==> src/design/cau_pkg.sv <==
// Package for the complex arithmetic unit: codes, types and the arctangent table.
`timescale 1ns / 1ps
package cau_pkg;

	localparam int OPD_W   = 32;
	localparam int PROD_W  = 64;
	localparam int ACC_W   = 66;
	localparam int CRD_W   = 36;
	localparam int QUO_W   = 41;
	localparam int SQ_STEPS = 32;

	localparam logic [2:0] CMD_ADD = 3'd0;
	localparam logic [2:0] CMD_SUB = 3'd1;
	localparam logic [2:0] CMD_MUL = 3'd2;
	localparam logic [2:0] CMD_DIV = 3'd3;
	localparam logic [2:0] CMD_MAG = 3'd4;
	localparam logic [2:0] CMD_ARG = 3'd5;
	localparam logic [2:0] CMD_POW = 3'd6;

	localparam logic [1:0] ST_OK  = 2'd0;
	localparam logic [1:0] ST_DZ  = 2'd1;
	localparam logic [1:0] ST_OVF = 2'd2;

	typedef enum logic [3:0] {
		S_IDLE,
		S_ADDSUB,
		S_MUL,
		S_MULFIN,
		S_LOAD,
		S_DIV,
		S_POWCHK,
		S_SQRT,
		S_CINIT,
		S_CORD,
		S_FIN
	} state_t;

	typedef struct packed {
		logic       vld;
		logic [2:0] tag;
	} mul_req_t;

	function automatic logic [31:0] atan_q30(input logic [4:0] i);
		unique case (i)
			5'd0:  return 32'h3243F6A8;
			5'd1:  return 32'h1DAC6705;
			5'd2:  return 32'h0FADBAFC;
			5'd3:  return 32'h07F56EA6;
			5'd4:  return 32'h03FEAB76;
			5'd5:  return 32'h01FFD55B;
			5'd6:  return 32'h00FFFAAA;
			5'd7:  return 32'h007FFF55;
			5'd8:  return 32'h003FFFEA;
			5'd9:  return 32'h001FFFFD;
			5'd10: return 32'h000FFFFF;
			5'd11: return 32'h0007FFFF;
			5'd12: return 32'h0003FFFF;
			5'd13: return 32'h0001FFFF;
			5'd14: return 32'h0000FFFF;
			5'd15: return 32'h00007FFF;
			5'd16: return 32'h00003FFF;
			5'd17: return 32'h00001FFF;
			5'd18: return 32'h00000FFF;
			5'd19: return 32'h000007FF;
			5'd20: return 32'h000003FF;
			5'd21: return 32'h000001FF;
			5'd22: return 32'h000000FF;
			5'd23: return 32'h0000007F;
			5'd24: return 32'h0000003F;
			5'd25: return 32'h0000001F;
			5'd26: return 32'h0000000F;
			5'd27: return 32'h00000008;
			5'd28: return 32'h00000004;
			5'd29: return 32'h00000002;
			5'd30: return 32'h00000001;
			default: return 32'h00000000;
		endcase
	endfunction

endpackage

==> src/design/cau_mul.sv <==
// Registered signed 32x32 multiplier with a tag carried alongside the product.
`timescale 1ns / 1ps
module cau_mul (
	input  logic                                    clk,
	input  logic                                    arst_n,
	input  cau_pkg::mul_req_t                       req,
	input  logic signed [cau_pkg::OPD_W-1:0]        a,
	input  logic signed [cau_pkg::OPD_W-1:0]        b,
	output cau_pkg::mul_req_t                       rsp_s1,
	output logic signed [cau_pkg::PROD_W-1:0]       prod_s1
);

	always_ff @(posedge clk or negedge arst_n) begin
		if (!arst_n) begin
			rsp_s1 <= '0;
		end else begin
			rsp_s1 <= req;
		end
	end

	always_ff @(posedge clk) begin
		prod_s1 <= a * b;
	end

endmodule

==> config.mk <==
export PLATFORM = sky130hd
export DESIGN_NAME = cau_mul
export DESIGN_NICKNAME = d
export VERILOG_FILES = /design/src/design/cau_pkg.sv /design/src/design/cau_mul.sv
export SDC_FILE = /design/constraint.sdc
export NUM_CORES = 2
export LEC_CHECK = 0
export BUFFER_PORTS_ARGS = -buffer_cell sky130_fd_sc_hd__buf_2
export CORE_MARGIN = 5
export CORE_UTILIZATION = 55
export DETAILED_ROUTE_END_ITERATION = 7
export HOLD_SLACK_MARGIN = 0.1
export PLACE_DENSITY = 0.78
export SYNTH_ARGS = -nofsm -noshare
export SYNTH_HDL_FRONTEND = slang
export SYNTH_SLANG_ARGS = --single-unit
export TNS_END_PERCENT = 10
==> constraint.sdc <==
create_clock -name clk -period 0.8 [get_ports clk]
set_clock_uncertainty 0.15 [all_clocks]
set_input_delay 0.08 -clock clk [delete_from_list [all_inputs] [get_ports clk]]
set_output_delay 0.08 -clock clk [all_outputs]
set_load 0.02 [all_outputs]
* Word level (Yosys, flattened, before mapping)
Cells that the tools add are included.
Storage, ports and cells: register bits 68, input bits 70, output and inout port bits 68, logic and storage cells 4
Cells by class: multipliers 1
Operator list (number):
- multiplier 32 x 32 -> 64 bit | 1

* Depth between registers and ports, before layout
word-level depth 1, depth in mapped cells 28, depth with buffers taken out 27

* Least setup slack after synthesis
OpenSTA, ideal clock, no wires.
path kind input-to-reg, from input b[2] in the netlist's numbering, to register prod_s1[62] in the netlist's numbering, setup time 72 ps, arrival time 7269 ps, data required time 578 ps, setup slack -6691 ps, stages 24, buffers on the path 1, path through clkbuf_1 nand2_1 inv_1 fa_1 fa_1 fa_1 fa_1 inv_1 fa_1 inv_1 fa_1 inv_1 fa_1 inv_1 fa_1 ha_1 and3_1 nand2_1 or3_1 o22a_1 o211ai_1 a31oi_1 o31ai_1 xor2_1
On the way: cells in the longest elaborated chain, start to end 1
RTL lines:
- start: declaration | RTL line cau_mul.sv:8 | input logic signed [cau_pkg::OPD_W-1:0] b,
- multiplier 32 x 32 -> 64 bit | RTL line cau_mul.sv:22 | prod_s1 <= a * b;
- end signal: assignment | RTL line cau_mul.sv:22
- end: declaration | RTL line cau_mul.sv:10 | output logic signed [cau_pkg::PROD_W-1:0] prod_s1
No other way between the ends.

* Final worst setup path
from input a[31] in the netlist's numbering, to register prod_s1[62] in the netlist's numbering
On the way: cells in the longest elaborated chain, start to end 1
RTL lines:
- start: declaration | RTL line cau_mul.sv:7 | input logic signed [cau_pkg::OPD_W-1:0] a,
- multiplier 32 x 32 -> 64 bit | RTL line cau_mul.sv:22
No other way between the ends.

==> impl_metrics.sql <==
INSERT INTO impl_metrics (metric_group, metric, value, unit) VALUES
('setup_path', 'timing.setup.critical_path_class', 'input port to flip-flop', ''),
('place', 'routabilityCongestion', '0.956', ''),
('grt', 'grt_first_pass_wirelength', '177', 'mm'),
('floorplan', 'floorplan.initialDensity', '55.5', '%'),
('sta', 'worst_pin_slew', '0.451', 'ns'),
('clock_network', 'clkSinkCount', '68', ''),
('setup_path', 'crit_required', '0.97', 'ns'),
('place', 'place.detailed.hpwl', '88.0', 'mm'),
('drt', 'antenna_left', '0', ''),
('setup_path', 'path_max_fanout', '12', ''),
('clock_network', 'cts.root.buffer_cell', 'sky130_fd_sc_hd__clkbuf_16', ''),
('sta', 'finalSetupViolCount', '131', ''),
('sta', 'fmax', '139', 'MHz'),
('place', 'placement.setup.worst_slack', '-7.20', 'ns'),
('clock_network', 'tritoncts_clock_tree', 'yes', ''),
('finish', 'post-route-util', '69.6', '%'),
('finish', 'finish.net_count', '5756', ''),
('finish', 'flow.area_growth_from_synthesis', '25.5', '%'),
('synthesis', 'synth-async-reset-ratio', '5.88', '%'),
('sta', 'hold_viol_final', '4', ''),
('sta', 'final_period_minus_worst_setup_slack', '7.21', 'ns'),
('sta', 'fin_crit_sh', '902', '%'),
('setup_path', 'startpoint_type', 'input port', ''),
('synthesis', 'yosys.cell_types.count', '64', ''),
('clock_network', 'ctsHtreeMaxLevel', '3', ''),
('grt', 'grt_antenna_before_repair', '6', ''),
('setup_path', 'cp_slowest_cell', 'sky130_fd_sc_hd__fa_2', ''),
('synthesis', 'yosys_warnings', '0', ''),
('floorplan', 'dieArea', '73200', 'µm²'),
('drt', 'routed-via-count', '29100', ''),
('clock_network', 'cts_inserted_buffers', '9', ''),
('floorplan', 'placeableCoreArea', '67300', 'µm²'),
('setup_path', 'timing.critical_path.arrival', '7.39', 'ns'),
('synthesis', 'synthesis.instances', '3888', ''),
('drt', 'initialDrtViolationCount', '2334', ''),
('finish', 'fill_cells', '4416', ''),
('sta', 'final.hold.worst_slack', '-0.138', 'ns'),
('drt', 'vias_per_cell', '5.49', ''),
('sta', 'report.final.slew_viol_count', '0', ''),
('sta', 'grt_setup_unrepaired', 'true', ''),
('floorplan', 'die_x', '271', 'µm'),
('setup_path', 'worst_setup_path_startpoint', 'a[31]', ''),
('setup_path', 'path_common_cell', 'sky130_fd_sc_hd__fa_1', ''),
('floorplan', 'die_h', '271', 'µm'),
('synthesis', 'synth.yosys.seq_area_share', '3.70', '%'),
('drt', 'post-route-drc-count', '0', ''),
('drt', 'postRouteWirelength', '114', 'mm'),
('drt', 'detail_route.wl_per_cell', '21.5', 'µm'),
('setup_path', 'cpPeakStageDelay', '0.64', 'ns'),
('synthesis', 'postSynthAreaPerCell', '9.60', 'µm²'),
('synthesis', 'ys_ff_latch', '68', ''),
('floorplan', 'num_io_pins', '138', ''),
('finish', 'proportion_of_layout_cells_with_a_drive_suffix_above_1', '26.1', '%'),
('grt', 'grtUsageTotal', '30.7', '%'),
('floorplan', 'floorplan.rows', '95', ''),
('setup_path', 'timing.critical_path.to_type', 'flip-flop', ''),
('synthesis', 'ys.flop_type', 'sky130_fd_sc_hd__dfxtp_1', ''),
('clock_network', 'cts.hold.buffers_added', '5', ''),
('clock_network', 'ctsLongestPathBuffers', '2', ''),
('drt', 'drt_pre_antenna_iters', '5', ''),
('synthesis', 'synth_area', '37300', 'µm²'),
('sta', 'slew_headroom', '70.0', '%'),
('sta', 'postLayoutSetupSlackWorst', '-6.41', 'ns'),
('place', 'io_buffers', '137', ''),
('flow_run', 'max-cap-violations', '0', ''),
('grt', 'grt_max_degree', '27', ''),
('synthesis', 'number_of_enable_flip_flop_cells_after_synthesis', '0', ''),
('min_path', 'hold_path_class', 'input port to asynchronous set/reset pin', ''),
('synthesis', 'number_of_nets_produced_by_synthesis', '5224', ''),
('grt', 'globalRoute.totalOverflow', '0', ''),
('status', 'violations_in_the_final_reports', 'negative hold slack, negative setup slack', ''),
('clock_network', 'clk_transition_reported_paths', '0.07', 'ns'),
('status', 'outcome', 'finished with violations', ''),
('grt', 'vias_in_the_first_global_route', '32700', '');
## logic make-up after synthesis
family / Yosys count / share of synthesized area, %
adder cells (fa/ha/maj): 1266 / 64.2
buffers and inverters: 1152 / 11.6
AND/OR/NAND/NOR: 1134 / 15.3
AO/OA/AOI/OAI: 193 / 3.45
XOR/XNOR: 75 / 1.76
flip-flops: 68 / 3.70
## synthesized netlist by cell type, types with 2 or more instances
cell type	count	area share, %
sky130_fd_sc_hd__nor2b_1	3	0.050
sky130_fd_sc_hd__and2_1	516	8.6
sky130_fd_sc_hd__a211oi_2	3	0.10
sky130_fd_sc_hd__dfrtp_1	4	0.27
sky130_fd_sc_hd__nand2b_1	9	0.15
sky130_fd_sc_hd__or3_1	4	0.067
sky130_fd_sc_hd__xor2_1	22	0.52
sky130_fd_sc_hd__nand3_1	15	0.20
sky130_fd_sc_hd__xnor2_1	53	1.2
sky130_fd_sc_hd__a211oi_1	4	0.080
sky130_fd_sc_hd__o211ai_1	3	0.060
sky130_fd_sc_hd__buf_1	2	0.020
sky130_fd_sc_hd__dfxtp_1	64	3.4
sky130_fd_sc_hd__a31oi_1	12	0.20
sky130_fd_sc_hd__a21o_1	23	0.46
sky130_fd_sc_hd__o31ai_1	6	0.12
sky130_fd_sc_hd__a21oi_1	68	0.91
sky130_fd_sc_hd__o22a_1	2	0.047
sky130_fd_sc_hd__inv_1	952	9.6
sky130_fd_sc_hd__clkbuf_1	195	2.0
sky130_fd_sc_hd__nor3_1	6	0.080
sky130_fd_sc_hd__o21ai_2	2	0.047
sky130_fd_sc_hd__buf_2	3	0.040
sky130_fd_sc_hd__a21boi_0	3	0.060
sky130_fd_sc_hd__and3_1	7	0.12
sky130_fd_sc_hd__o21a_1	4	0.080
sky130_fd_sc_hd__o21ai_0	28	0.38
sky130_fd_sc_hd__and4_1	3	0.070
sky130_fd_sc_hd__o21bai_1	15	0.30
sky130_fd_sc_hd__nand4_1	7	0.12
sky130_fd_sc_hd__nand2_1	511	5.1
sky130_fd_sc_hd__fa_1	1082	58
sky130_fd_sc_hd__nor2_1	42	0.42
sky130_fd_sc_hd__ha_1	184	6.2
sky130_fd_sc_hd__a21o_2	2	0.047
## registers in the layout, indices dropped and copies added, names as in the netlist
name	count
rsp_s1	4
prod_s1	64
## critical path, delay by kind of cell
kind                     cells  cell delay (ns)
AND/OR/NAND/NOR              4             0.76
adder cells (fa/ha/maj)      9             4.55
buffers and inverters       10             1.26
AO/OA/AOI/OAI                4             0.56
XOR/XNOR                     1             0.17
## final timing paths
check | to | slack (ns) | cells after the start
worst max-delay path | prod_s1[62]$_DFF_P_ | -6.41 | 28
min in group clk | prod_s1[0]$_DFF_P_ | 0.12 | 4
worst min-delay path | rsp_s1[3]$_DFF_PN0_ | -0.14 | 2
max in group asynchronous | rsp_s1[0]$_DFF_PN0_ | 0.52 | 2
## cell usage in the layout (no fill, tap or decap), drive strengths merged, types with 3 or more instances in the layout
master	netlist	routed
a211oi	8	8
a21boi	3	3
a21o	25	25
a21oi	68	68
a31oi	13	13
and2	516	516
and3	9	9
and4	4	4
buf	5	712
bufbuf	0	4
clkbuf	195	9
dfrtp	4	4
dfxtp	64	64
dlygate4sd3	0	5
fa	1082	1082
ha	184	184
inv	952	953
nand2	511	511
nand2b	9	9
nand3	15	15
nand4	7	7
nor2	42	42
nor2b	3	3
nor3	7	7
o211ai	3	3
o21a	4	4
o21ai	31	31
o21bai	15	15
o31ai	7	7
or3	5	5
xnor2	53	53
xor2	22	22
## per-stage QoR
stage	cells	setup TNS [ns]	hold slack [ns]	instance area [µm²]
after floorplan	3888	-313.93	-0.366	37500
after detailed placement	5186	-365.23	-0.263	42500
after global routing	5298	-349.34	-0.133	46800
final	5300	-339.25	-0.138	46900
after CTS	5268	-332.35	-0.164	45500
after global placement	5186	-359.26	-0.267	42500
## routing by layer
metal  share of wire [%]  vias up  routed length [µm]  global-route usage (%)
li1                    -    12100                   -                       -
met4                 4.7        8                5350                    12.2
met3                 9.8      381               11200                    7.52
met1                  36    15100               40900                    39.4
met5               0.045        -                  51                       0
met2                  50     1541               56500                    50.8
## timing repair
action,CTS,global route
setup endpoints to repair,131,131
hold endpoints to repair,9,4
gates cloned,8,0
gates resized for setup,528,281
setup buffers,56,31
pin swaps,195,166
## cell type report
class / count / area (µm²) / share of cell area (%)
multi-input cells: 2668 / 33600 / 71.7
repair buffers: 721 / 6780 / 14.5
inverters: 952 / 3580 / 7.65
flip-flops and latches: 68 / 1450 / 3.10
well taps: 873 / 1090 / 2.33
clock buffers: 9 / 225 / 0.481
clock inverters: 7 / 98.8 / 0.211
diodes: 2 / 5.00 / 0.0107
Power is left out: the tool's default activity adds up to more than one toggle a clock period on the data nets, which glitch-free logic cannot reach.
